### src/rtl/dsu_pkg.sv
package dsu_pkg;

    localparam int MAX_ELEMENTS = 1024;
    localparam int IDX_W        = 10;
    localparam int RANK_W       = 4;
    localparam int CNT_W        = 11;
    localparam int STEP_W       = 11;
    localparam int WORD_W       = RANK_W + IDX_W;
    localparam int UPC_W        = 4;

    localparam logic [RANK_W-1:0] RANK_MAX  = 4'd15;
    localparam logic [CNT_W-1:0]  COUNT_RST = 11'd1024;
    localparam logic [STEP_W-1:0] WALK_MAX  = STEP_W'(MAX_ELEMENTS);
    localparam logic [IDX_W-1:0]  LAST_IDX  = IDX_W'(MAX_ELEMENTS - 1);

    // datapath operation of one step
    typedef enum logic [3:0] {
        OP_NOP,
        OP_ACCEPT,
        OP_READ,
        OP_WALK,
        OP_COMPRESS,
        OP_SAVE_A,
        OP_LINK,
        OP_BUMP,
        OP_EMIT,
        OP_CLEAR
    } op_t;

    // jump condition of one step
    typedef enum logic [3:0] {
        JC_NEVER,
        JC_ALWAYS,
        JC_NO_ITEM,
        JC_ERR,
        JC_FIND,
        JC_NOT_ROOT,
        JC_COMP_DONE,
        JC_SWEEP_MORE,
        JC_OUT_BUSY
    } jc_t;

    typedef struct packed {
        op_t              op;
        jc_t              jc;
        logic [UPC_W-1:0] target;
    } uword_t;

    typedef struct packed {
        logic no_item;
        logic err;
        logic find;
        logic not_root;
        logic comp_done;
        logic sweep_more;
        logic out_busy;
    } flags_t;

    // program addresses
    localparam logic [UPC_W-1:0] UA_IDLE  = 4'd0;
    localparam logic [UPC_W-1:0] UA_CHECK = 4'd1;
    localparam logic [UPC_W-1:0] UA_A_RD  = 4'd2;
    localparam logic [UPC_W-1:0] UA_A_WLK = 4'd3;
    localparam logic [UPC_W-1:0] UA_A_CRD = 4'd4;
    localparam logic [UPC_W-1:0] UA_A_CMP = 4'd5;
    localparam logic [UPC_W-1:0] UA_SAVE  = 4'd6;
    localparam logic [UPC_W-1:0] UA_B_RD  = 4'd7;
    localparam logic [UPC_W-1:0] UA_B_WLK = 4'd8;
    localparam logic [UPC_W-1:0] UA_B_CRD = 4'd9;
    localparam logic [UPC_W-1:0] UA_B_CMP = 4'd10;
    localparam logic [UPC_W-1:0] UA_LINK  = 4'd11;
    localparam logic [UPC_W-1:0] UA_BUMP  = 4'd12;
    localparam logic [UPC_W-1:0] UA_CLEAR = 4'd13;
    localparam logic [UPC_W-1:0] UA_REST  = 4'd14;
    localparam logic [UPC_W-1:0] UA_EMIT  = 4'd15;

    // control store; emit is the last word so falling through wraps to idle
    function automatic uword_t ucode(input logic [UPC_W-1:0] addr);
        uword_t w;
        unique case (addr)
            UA_IDLE:  w = '{OP_ACCEPT,   JC_NO_ITEM,    UA_IDLE};
            UA_CHECK: w = '{OP_NOP,      JC_ERR,        UA_EMIT};
            UA_A_RD:  w = '{OP_READ,     JC_NEVER,      UA_IDLE};
            UA_A_WLK: w = '{OP_WALK,     JC_NOT_ROOT,   UA_A_WLK};
            UA_A_CRD: w = '{OP_READ,     JC_COMP_DONE,  UA_SAVE};
            UA_A_CMP: w = '{OP_COMPRESS, JC_ALWAYS,     UA_A_CRD};
            UA_SAVE:  w = '{OP_SAVE_A,   JC_FIND,       UA_EMIT};
            UA_B_RD:  w = '{OP_READ,     JC_NEVER,      UA_IDLE};
            UA_B_WLK: w = '{OP_WALK,     JC_NOT_ROOT,   UA_B_WLK};
            UA_B_CRD: w = '{OP_READ,     JC_COMP_DONE,  UA_LINK};
            UA_B_CMP: w = '{OP_COMPRESS, JC_ALWAYS,     UA_B_CRD};
            UA_LINK:  w = '{OP_LINK,     JC_NEVER,      UA_IDLE};
            UA_BUMP:  w = '{OP_BUMP,     JC_ALWAYS,     UA_EMIT};
            UA_CLEAR: w = '{OP_CLEAR,    JC_SWEEP_MORE, UA_CLEAR};
            UA_REST:  w = '{OP_NOP,      JC_ALWAYS,     UA_IDLE};
            UA_EMIT:  w = '{OP_EMIT,     JC_OUT_BUSY,   UA_EMIT};
            default:  w = '{OP_NOP,      JC_ALWAYS,     UA_IDLE};
        endcase
        return w;
    endfunction

endpackage

### src/rtl/dsu_seq.sv
module dsu_seq (
    input  logic            clk,
    input  logic            rst_n,
    input  logic            restart,
    input  dsu_pkg::flags_t flags,
    output dsu_pkg::uword_t word
);

    logic [dsu_pkg::UPC_W-1:0] upc_reg;
    logic [dsu_pkg::UPC_W-1:0] upc_next;
    dsu_pkg::uword_t           cur;
    logic                      taken;

    assign cur = dsu_pkg::ucode(upc_reg);

    always_comb
    begin
        unique case (cur.jc)
            dsu_pkg::JC_NEVER:      taken = 1'b0;
            dsu_pkg::JC_ALWAYS:     taken = 1'b1;
            dsu_pkg::JC_NO_ITEM:    taken = flags.no_item;
            dsu_pkg::JC_ERR:        taken = flags.err;
            dsu_pkg::JC_FIND:       taken = flags.find;
            dsu_pkg::JC_NOT_ROOT:   taken = flags.not_root;
            dsu_pkg::JC_COMP_DONE:  taken = flags.comp_done;
            dsu_pkg::JC_SWEEP_MORE: taken = flags.sweep_more;
            dsu_pkg::JC_OUT_BUSY:   taken = flags.out_busy;
            default:                taken = 1'b0;
        endcase
    end

    always_comb
    begin
        priority if (restart)
        begin
            upc_next = dsu_pkg::UA_CLEAR;
        end
        else if (taken)
        begin
            upc_next = cur.target;
        end
        else
        begin
            upc_next = upc_reg + 1'b1;
        end
    end

    always_ff @(posedge clk or negedge rst_n)
    begin
        if (!rst_n)
        begin
            upc_reg <= dsu_pkg::UA_CLEAR;
        end
        else
        begin
            upc_reg <= upc_next;
        end
    end

    assign word = cur;

endmodule

### config.mk
export PLATFORM = sky130hd
export DESIGN_NAME = dsu_seq
export DESIGN_NICKNAME = d
export VERILOG_FILES = /design/src/rtl/dsu_pkg.sv /design/src/rtl/dsu_seq.sv
export SDC_FILE = /design/constraint.sdc
export NUM_CORES = 1
export LEC_CHECK = 0
export ABC_AREA = 1
export BUFFER_PORTS_ARGS = -buffer_cell sky130_fd_sc_hd__buf_2
export CORE_MARGIN = 2
export CORE_UTILIZATION = 40
export CTS_CLUSTER_DIAMETER = 200
export CTS_CLUSTER_SIZE = 12
export DETAILED_ROUTE_END_ITERATION = 10
export GPL_TIMING_DRIVEN = 1
export PLACE_DENSITY = 0.79
export SLEW_MARGIN = 0
export SYNTH_ARGS = -nofsm -noshare
export SYNTH_HDL_FRONTEND = slang
export SYNTH_SLANG_ARGS = --single-unit
### constraint.sdc
create_clock -name clk -period 1.9 [get_ports clk]
set_input_delay 0.19 -clock clk [delete_from_list [all_inputs] [get_ports clk]]
set_output_delay 0.19 -clock clk [all_outputs]
set_load 0.02 [all_outputs]
## Word-level counts from Yosys, hierarchy flattened

Memories as Yosys holds them, arrays and structs flattened.
Index checks and enable logic that the tools add are counted.

- Muxes and demuxes: 3
- Equality and inequality tests: 8
- $add $sub $neg: 1

Operators by type and width:

| operator | count |
|---|---|
| $eq A4 B3 Y1 const B | 4 |
| $eq A4 B2 Y1 const B | 2 |
| $mux W4 | 2 |
| $pmux W1 S8 | 1 |
| $add A4 B1 Y4 const B | 1 |
| $eq A4 B1 Y1 const B | 1 |
| $eq A4 B4 Y1 const B | 1 |

- Flip-flop bits (word level): 4
- Memories: 1
- Logic and storage cells: 14
- Output and inout port bits: 12
- Bits in read-only memories: 192

Memories:

| name | depth | width | read ports | clocked after memory_dff | write ports | RTL line | source |
|---|---|---|---|---|---|---|---|
| (no name shown) | 16 | 12 | 1 | 0 | 0 | dsu_pkg.sv:80 | `unique case (addr)` |

## Longest topological paths before layout

Gate-level depths: netlist of run 1.
An unclocked memory read counts as a cell.

- Word-level depth: 5
- Mapped depth: 13
- Gate-level depth less buffers: 13

## Worst setup path before layout of run 1

OpenSTA, ideal clock, no wires.

- Path kind: reg2reg
- From: register upc_reg[0] (netlist bit)
- To: register upc_reg[1] (netlist bit)
- Buffers on the path: 0
- Period minus slack after synthesis: 1,881 ps
- Cell stages (with the launch flop): 11
- Setup slack: 19 ps
- Data arrival time: 1,761 ps
- Library setup time: 119 ps
- Cells stage by stage: dfstp_2 -> inv_1 -> ha_1 -> nand2_1 -> o21ai_2 -> nand2_2 -> nand2_4 -> nor2_2 -> nand4_2 -> a21oi_1 -> nor2_1

RTL lines:

| what | RTL line | source |
|---|---|---|
| start, declared | dsu_seq.sv:9 | `logic [dsu_pkg::UPC_W-1:0] upc_reg;` |
| start signal, assigned | dsu_seq.sv:52 | `upc_reg <= dsu_pkg::UA_CLEAR;` |
| start signal, assigned | dsu_seq.sv:56 | `upc_reg <= upc_next;` |

==> flow_summary.yaml, run 1 <==
sta:
  finalMaxSlewViolations: 0
  rsz0062_at_grt: "yes"
  finalSetupViolCount: 0
  finalClockSkew_ps: 11.6
  fin_crit_ps: 1900
  slew_headroom_pct: 82.6
  worstMarginPinSlew_ps: 261
  min_period_over_period_pct: 99.9
  fmax_mhz: 527
  hold_violations: 0
worst_setup_path:
  r2r_end: "upc_reg[3]"
  crit_fanout: 4
  r2r_slack_ps: 90
  worstPathRequired_ps: 1710
  path_cells: "inv_4 -> ha_4 -> o21ai_2 -> inv_1 -> nor2_1 -> a31oi_1 -> buf_2"
  r2r_start: "upc_reg[0]"
  critPathTopFamily: "flip-flops"
  cp-start-kind: "flop"
  ff2ff_path_depth: 12
  arrival_ps: 1710
  crit_path_max_incr_delay_ps: 550
  cp_slowest_cell: "dfstp_2"
  critical_path_buf_inv_count: 3
  crit_type: "reg2out"
  end_kind: "output port"
clock_tree:
  clk-insertion-delay-late_ps: 250
  htree_levels: 1
  clockBufferDepth: 2
  cts_sinks: 4
  cts_buffers: 3
  cts_root_buffer: "clkbuf_4"
  cts_tree: "done"
  clkSlewWorstSetupHoldPaths_ps: 40
floorplanning:
  die_x_um: 46.7
  die_h_um: 46.7
  dieArea_um2: 2180
  num_rows: 15
  initial_core_util_pct: 42.2
  core_area_um2: 1730
  io_pins: 22
detailed_routing:
  postRouteAntennaNets: 0
  wl_met1_um: 875
  via_per_inst: 5.18
  first_pass_iters: 4
  wl_per_cell_um: 12.4
  drt-initial-drc-count: 26
  via_count: 876
  route.met3.wl_um: 140
  drc: 0
  routed_wl_mm: 2.10
  dr_wl_met2_mm: 1.07
  topRoutingLayerUsed: "met4"
yosys:
  async_flop_share_pct: 100
  syn_inst: 111
  synth_edf_count: 0
  synth.distinct_cells: 26
  synth_common_cells: "nand2_1 (27), nand3_1 (18), inv_1 (14)"
  synth_most_common_cell: "nand2_1"
  syn_nets: 128
  synth.area.top_cells: "nand2_1 (14%), nand3_1 (12%), ha_1 (12%), dfstp_2 (11%), inv_1 (7.2%)"
  yosys.area.top_type_share_pct: 13.9
  ys_seq_area_share_pct: 14.2
  synth_top_cell_by_area: "nand2_1"
  synthesis.area_um2: 729
  synth_ff_type: "dfstp_2"
  syn_avg_cell_area_um2: 6.57
  ys_ff_latch: 4
  ys_warn_count: 0
worst_hold_path:
  hold_path.class: "in2reg"
  min_path_cells: 3
  hold_end: "upc_reg[0]"
  worstHoldStart: "restart"
final_layout:
  largest_register_ff_count: 4
  syn2layout_area_growth_pct: 40.7
  postLayoutCellArea_um2: 1030
  post_route_cells_drive_above_1_share_pct: 46.5
  diodes: 0
  fin_nets: 162
global_route:
  grtUsageTotal_pct: 20.3
  antenna_found_initial: 0
  grt_max_degree: 15
  grt_pass1_wl_mm: 3.19
  overflow: 0
  grt_pass1_vias: 796
placed_design:
  place.detailed.hpwl_mm: 1.41
  gp_congestion: 0.882
  post_dp_cell_area_um2: 870
  port_buffers: 21
status:
  status: "completed"
run:
  maxCapViolations: 0
-- tightest hold or removal path: stages --
cell,delay [ps]
buf_2,70
inv_1,70
nand3_2,80
-- area by class of cell --
type,instances,area [um^2]
Tap cell,25,31.3
Sequential cell,4,104
Inverter,16,62.6
Multi-Input combinational cell,88,604
Timing Repair Buffer,32,198
Clock buffer,4,26.3
Fill cell,179,701
-- per-stage QoR --
stage          setup TNS (ps)  util, %  instances  hold WS [ps]  setup slack (ps)
2_1_floorplan               0        -        111          -106              19.5
3_3_place_gp                0     50.4        158         -4.09              69.4
3_5_place_dp                0     50.4        158         -5.09              26.9
4_1_cts                -0.522     57.5        168           193            -0.522
5_1_grt                  -259     59.4        169           206             -53.3
6_report                    0     59.4        169           206              1.24
-- layer usage --
metal	global-route usage, %	vias to the layer above
met2	37.8	37
met5	0	-
met1	23.8	407
met4	4.44	0
met3	4.31	2
li1	-	430
-- worst max-delay path by stage --
| stage | cells after the start | startpoint | to | slack, ps |
|---|---|---|---|---|
| final | 7 | upc_reg[0] | word[0] | 1 |
| after global placement | 13 | upc_reg[0] | upc_reg[1] | 70 |
| after global routing | 7 | upc_reg[0] | word[0] | -50 |
| after detailed placement | 13 | upc_reg[0] | upc_reg[2] | 30 |
| after floorplan | 10 | upc_reg[0] | upc_reg[1] | 20 |
| after CTS | 7 | upc_reg[0] | word[0] | -0.5 |
-- logic make-up after synthesis --
family | synth area share [%]
AND/OR/NAND/NOR | 49.9
XOR/XNOR | 1.20
buffers and inverters | 11.8
flip-flops | 14.2
AO/OA/AOI/OAI | 10.8
adder cells (fa/ha/maj) | 12.0
-- placed cells by master (no fill, tap or decap), types with 3 or more instances in the layout --
cell      count
nand3_2       4
nand3_1      17
inv_1        13
buf_4        13
ha_4          3
buf_2        18
nand2_2       9
nand2_1      25
nor2_1        5
dfstp_2       3
clkbuf_4      3
ha_1          4
-- repair_timing --
action / CTS / global route
pin swaps: 0 / 5
buffers inserted: 5 / 2
endpoints found under the setup margin: 5 / 12
resized for setup: 10 / 8
hold buffers: 1 / 0
hold endpoints to repair: 4 / 0
Power of run 1 is not shown: default switching activity piles up to over one toggle a cycle in this logic, so the estimate is an artifact.
==> run 2, diff against run 1 <==
PLACE_DENSITY = 0.77   (was 0.79)
clock period = 2.38 ns   (was 1.9 ns; I/O delays follow)
==> flow_summary.yaml, run 2 (synthesized netlist as in run 1, its figures left out) <==
worst_setup_path:
  ff2ff_path_depth: 10
  arrival_ps: 1990
  critical_path_buf_inv_count: 3
  path_cells: "inv_1 -> ha_1 -> nand2_1 -> o21ai_0 -> inv_1 -> nor2_1 -> a31oi_1 -> buf_2"
  crit_type: "reg2out"
  end_kind: "output port"
  crit_path_max_incr_delay_ps: 620
  r2r_end: "upc_reg[1]"
  critPathTopFamily: "flip-flops"
  crit_fanout: 9
  r2r_slack_ps: 390
  crit_top_cell: "inv_1"
  worstPathRequired_ps: 2140
  cp-start-kind: "flop"
  r2r_start: "upc_reg[0]"
  cp_slowest_cell: "dfstp_2"
final_layout:
  diodes: 0
  syn2layout_area_growth_pct: 20.1
  postLayoutCoreUtil_pct: 50.7
  post_route_cells_drive_above_1_share_pct: 34.3
  stdcell_count: 159
  layout.cells.most_common: "nand2_1"
  layout_common_cells: "nand2_1 (27), buf_2 (21), nand3_1 (18), inv_1 (14)"
  fin_nets: 152
  largest_register_ff_count: 4
worst_hold_path:
  worstHoldStart: "restart"
  min_path_cells: 3
  hold_end: "upc_reg[0]"
  hold_path.class: "in2reg"
global_route:
  grtUsageMet2_pct: 24.7
  grtUsageMet3_pct: 5.10
  grt_pass1_wl_mm: 2.48
  grt_pass1_vias: 600
  grtUsageTotal_pct: 15.7
  grt_max_degree: 15
  antenna_found_initial: 0
  overflow: 0
  met1_usage_pct: 21.1
  grt_busiest_layer: "met2"
detailed_routing:
  routed_wl_mm: 1.70
  postRouteAntennaNets: 0
  first_pass_iters: 4
  drc: 0
  via_count: 761
  via_per_inst: 4.79
  drt-initial-drc-count: 13
  wl_per_cell_um: 10.7
clock_tree:
  postCtsHoldBufs: 1
  clkSlewWorstSetupHoldPaths_ps: 50
  clockBufferDepth: 2
  cts-resized-gates: 0
  clk-insertion-delay-late_ps: 250
  postCtsSetupRepairBufs: 0
  cts_tree: "done"
  cts_sinks: 4
  cts_root_buffer: "clkbuf_4"
  htree_levels: 1
  cts_buffers: 3
floorplanning:
  die_x_um: 46.7
  dieArea_um2: 2180
  core_area_um2: 1730
  num_rows: 15
  initial_core_util_pct: 42.2
  die_h_um: 46.7
  io_pins: 22
sta:
  finalSetupViolCount: 0
  worstMarginPinSlew_ps: 354
  slew_headroom_pct: 76.4
  hold_ws_ps: 250
  fin_crit_ps: 2230
  finalClockSkew_ps: 13.6
  rsz0062_at_grt: "no"
  min_period_over_period_pct: 93.7
  finalMaxSlewViolations: 0
  hold_violations: 0
  setup_tns_ps: 0
  fmax_mhz: 448
status:
  status: "completed"
placed_design:
  port_buffers: 21
  dp_cells: 154
  place.detailed.hpwl_mm: 1.33
  gp_congestion: 0.923
run:
  maxCapViolations: 0
run 2: cell types whose count changed in the layout (fill, tap and decap cells not counted), moves of 2 or more:
cell	delta
buf_4	-13
buf_2	+3
ha_1	+3
ha_4	-3
nand2_1	+2
nand2_2	-2
run 2: how the worst max path moves through the flow:
stage,from,to,slack [ps],cells after the start
finish,upc_reg[0],word[0],150,8
global route,upc_reg[0],word[0],20,8
global placement,upc_reg[0],upc_reg[1],450,10
floorplan,upc_reg[0],upc_reg[1],500,10
detailed placement,upc_reg[0],upc_reg[1],370,10
CTS,upc_reg[0],word[0],140,8
run 2: layout make-up:
type / count / area [um^2]
fillers: 192 / 851
well taps: 25 / 31.3
repair buffers: 22 / 115
inverters: 16 / 60.1
clock buffers: 4 / 26.3
flip-flops and latches: 4 / 104
multi-input cells: 88 / 539
run 2: tightest hold or removal path, stage by stage:
cell	delay (ps)
buf_2	70
inv_1	60
nand3_1	90
run 2: through the flow:
stage	worst slack [ps]	instance area (um^2)
2_1_floorplan	499	729
3_3_place_gp	447	840
3_5_place_dp	374	840
4_1_cts	141	876
5_1_grt	19.0	876
6_report	150	876
run 2: routing by layer:
| metal | part of all wire (%) | wire length [um] | up-vias |
|---|---|---|---|
| met1 | 51 | 872 | 331 |
| met5 | 0 | 0 | - |
| met3 | 4.9 | 83 | 0 |
| met4 | 0 | 0 | 0 |
| li1 | - | - | 410 |
| met2 | 44 | 741 | 20 |
Power of run 2 is left out for the same reason.
==> run 3, diff against run 2 <==
PLACE_DENSITY = 0.79   (was 0.77)
clock period = 1.88 ns   (was 2.38 ns; I/O delays follow)
==> flow_summary.yaml, run 3 (synthesized netlist as in run 1, its figures left out) <==
clock_tree:
  clockBufferDepth: 2
  clk-insertion-delay-late_ps: 240
  cts_sinks: 4
  cts_root_buffer: "clkbuf_4"
  clkSlewWorstSetupHoldPaths_ps: 50
  cts_buffers: 3
  htree_levels: 1
  cts_tree: "done"
global_route:
  grtUsageTotal_pct: 19.5
  overflow: 0
  grt_pass1_vias: 715
  grt_max_degree: 15
  grt_pass1_wl_mm: 3.05
  antenna_found_initial: 0
floorplanning:
  num_rows: 15
  die_h_um: 46.7
  core_area_um2: 1730
  die_x_um: 46.7
  initial_core_util_pct: 42.2
  io_pins: 22
  dieArea_um2: 2180
sta:
  fmax_mhz: 530
  rsz0062_at_grt: "yes"
  fin_ws_ps: -5.59
  fin_crit_ps: 1890
  hold_violations: 0
  finalMaxSlewViolations: 0
  slew_headroom_pct: 81.5
  worstMarginPinSlew_ps: 277
  finalClockSkew_ps: 14.3
  min_period_over_period_pct: 100
  finalSetupViolCount: 2
run:
  maxCapViolations: 0
detailed_routing:
  postRouteAntennaNets: 0
  via_per_inst: 5.01
  first_pass_iters: 4
  via_count: 856
  drt-initial-drc-count: 24
  routed_wl_mm: 2.13
  drc: 0
  wl_per_cell_um: 12.5
final_layout:
  seq_area_um2: 105
  nFillCells: 163
  largest_register_ff_count: 4
  stdcell_count: 171
  fin_nets: 164
  layout.cells.most_common: "nand2_1"
  layout_common_cells: "nand2_1 (24), nand3_1 (18), buf_4 (17), buf_2 (13), inv_1 (10)"
  postLayoutCoreUtil_pct: 63.3
  diodes: 0
  syn2layout_area_growth_pct: 49.7
  postLayoutCellArea_um2: 1090
  post_route_cells_drive_above_1_share_pct: 52.7
  multiInputGateArea_um2: 631
placed_design:
  port_buffers: 21
  dp_cells: 160
  gp_congestion: 0.902
  post_dp_cell_area_um2: 887
  place.detailed.hpwl_mm: 1.50
  dp_slack_ps: -36.9
worst_setup_path:
  cp-start-kind: "flop"
  end_kind: "output port"
  worstPathRequired_ps: 1690
  crit_type: "reg2out"
  crit_fanout: 4
  arrival_ps: 1700
status:
  status: "complete, but fails checks"
  violations: "negative setup slack"
worst_hold_path:
  hold_path.class: "in2reg"
## run 3: cell count changes in the layout (fill, tap and decap cells not counted), moves of 3 or more
cell,before,now
buf_4,0,17
inv_2,2,5
ha_1,7,3
buf_6,0,3
nand2_1,27,24
inv_1,14,10
buf_2,21,13
## run 3: final cells by class
class | count | area share [%]
clock buffers | 4 | 2.41
inverters | 16 | 5.73
repair buffers | 34 | 21.6
well taps | 25 | 2.86
multi-input cells | 88 | 57.7
flip-flops and latches | 4 | 9.62
## run 3: layer usage
metal  GRT usage [%]  wire (um)  up-vias
met4            2.78         22        0
met3            5.88        115        2
met5               0          0        -
li1                -          -      437
met2            35.0       1100       33
met1            23.5        898      384
## run 3: path summary, 6_finish.rpt
| path | depth (start not counted) | slack (ps) | endpoint | startpoint |
|---|---|---|---|---|
| worst max-delay path | 7 | -6 | word[8] | upc_reg[0] |
| worst min-delay path | 4 | 210 | upc_reg[1] | restart |
| worst max register to register | 12 | 0 | upc_reg[1] | upc_reg[0] |
| worst min register to register | 3 | 710 | upc_reg[0] | upc_reg[0] |
| max in group asynchronous | 2 | 1390 | upc_reg[3] | rst_n |
| min in group asynchronous | 2 | 270 | upc_reg[1] | rst_n |
## run 3: timing repair
item / in CTS / in global routing
pin swaps: 1 / 4
endpoints found under the hold margin: 4 / 0
setup endpoints to repair: 11 / 12
hold buffers: 1 / 0
setup buffers: 2 / 4
resized for setup: 11 / 26
## run 3: critical path, stage by stage, from the launching register on
cell and delay, ps:
dfstp_2 570, inv_4 70, ha_4 260, o21ai_2 120
inv_2 50, buf_4 130, o22ai_2 140, buf_6 140
## run 3: metrics by stage
| step | TNS, ps | hold slack [ps] |
|---|---|---|
| 3_5_place_dp | -41.3 | -4.22 |
| 3_3_place_gp | 0 | -3.54 |
| 4_1_cts | 0 | 203 |
| 2_1_floorplan | 0 | -108 |
| 6_report | -10.5 | 212 |
| 5_1_grt | -834 | 203 |
Power of run 3 is left out for the same reason.
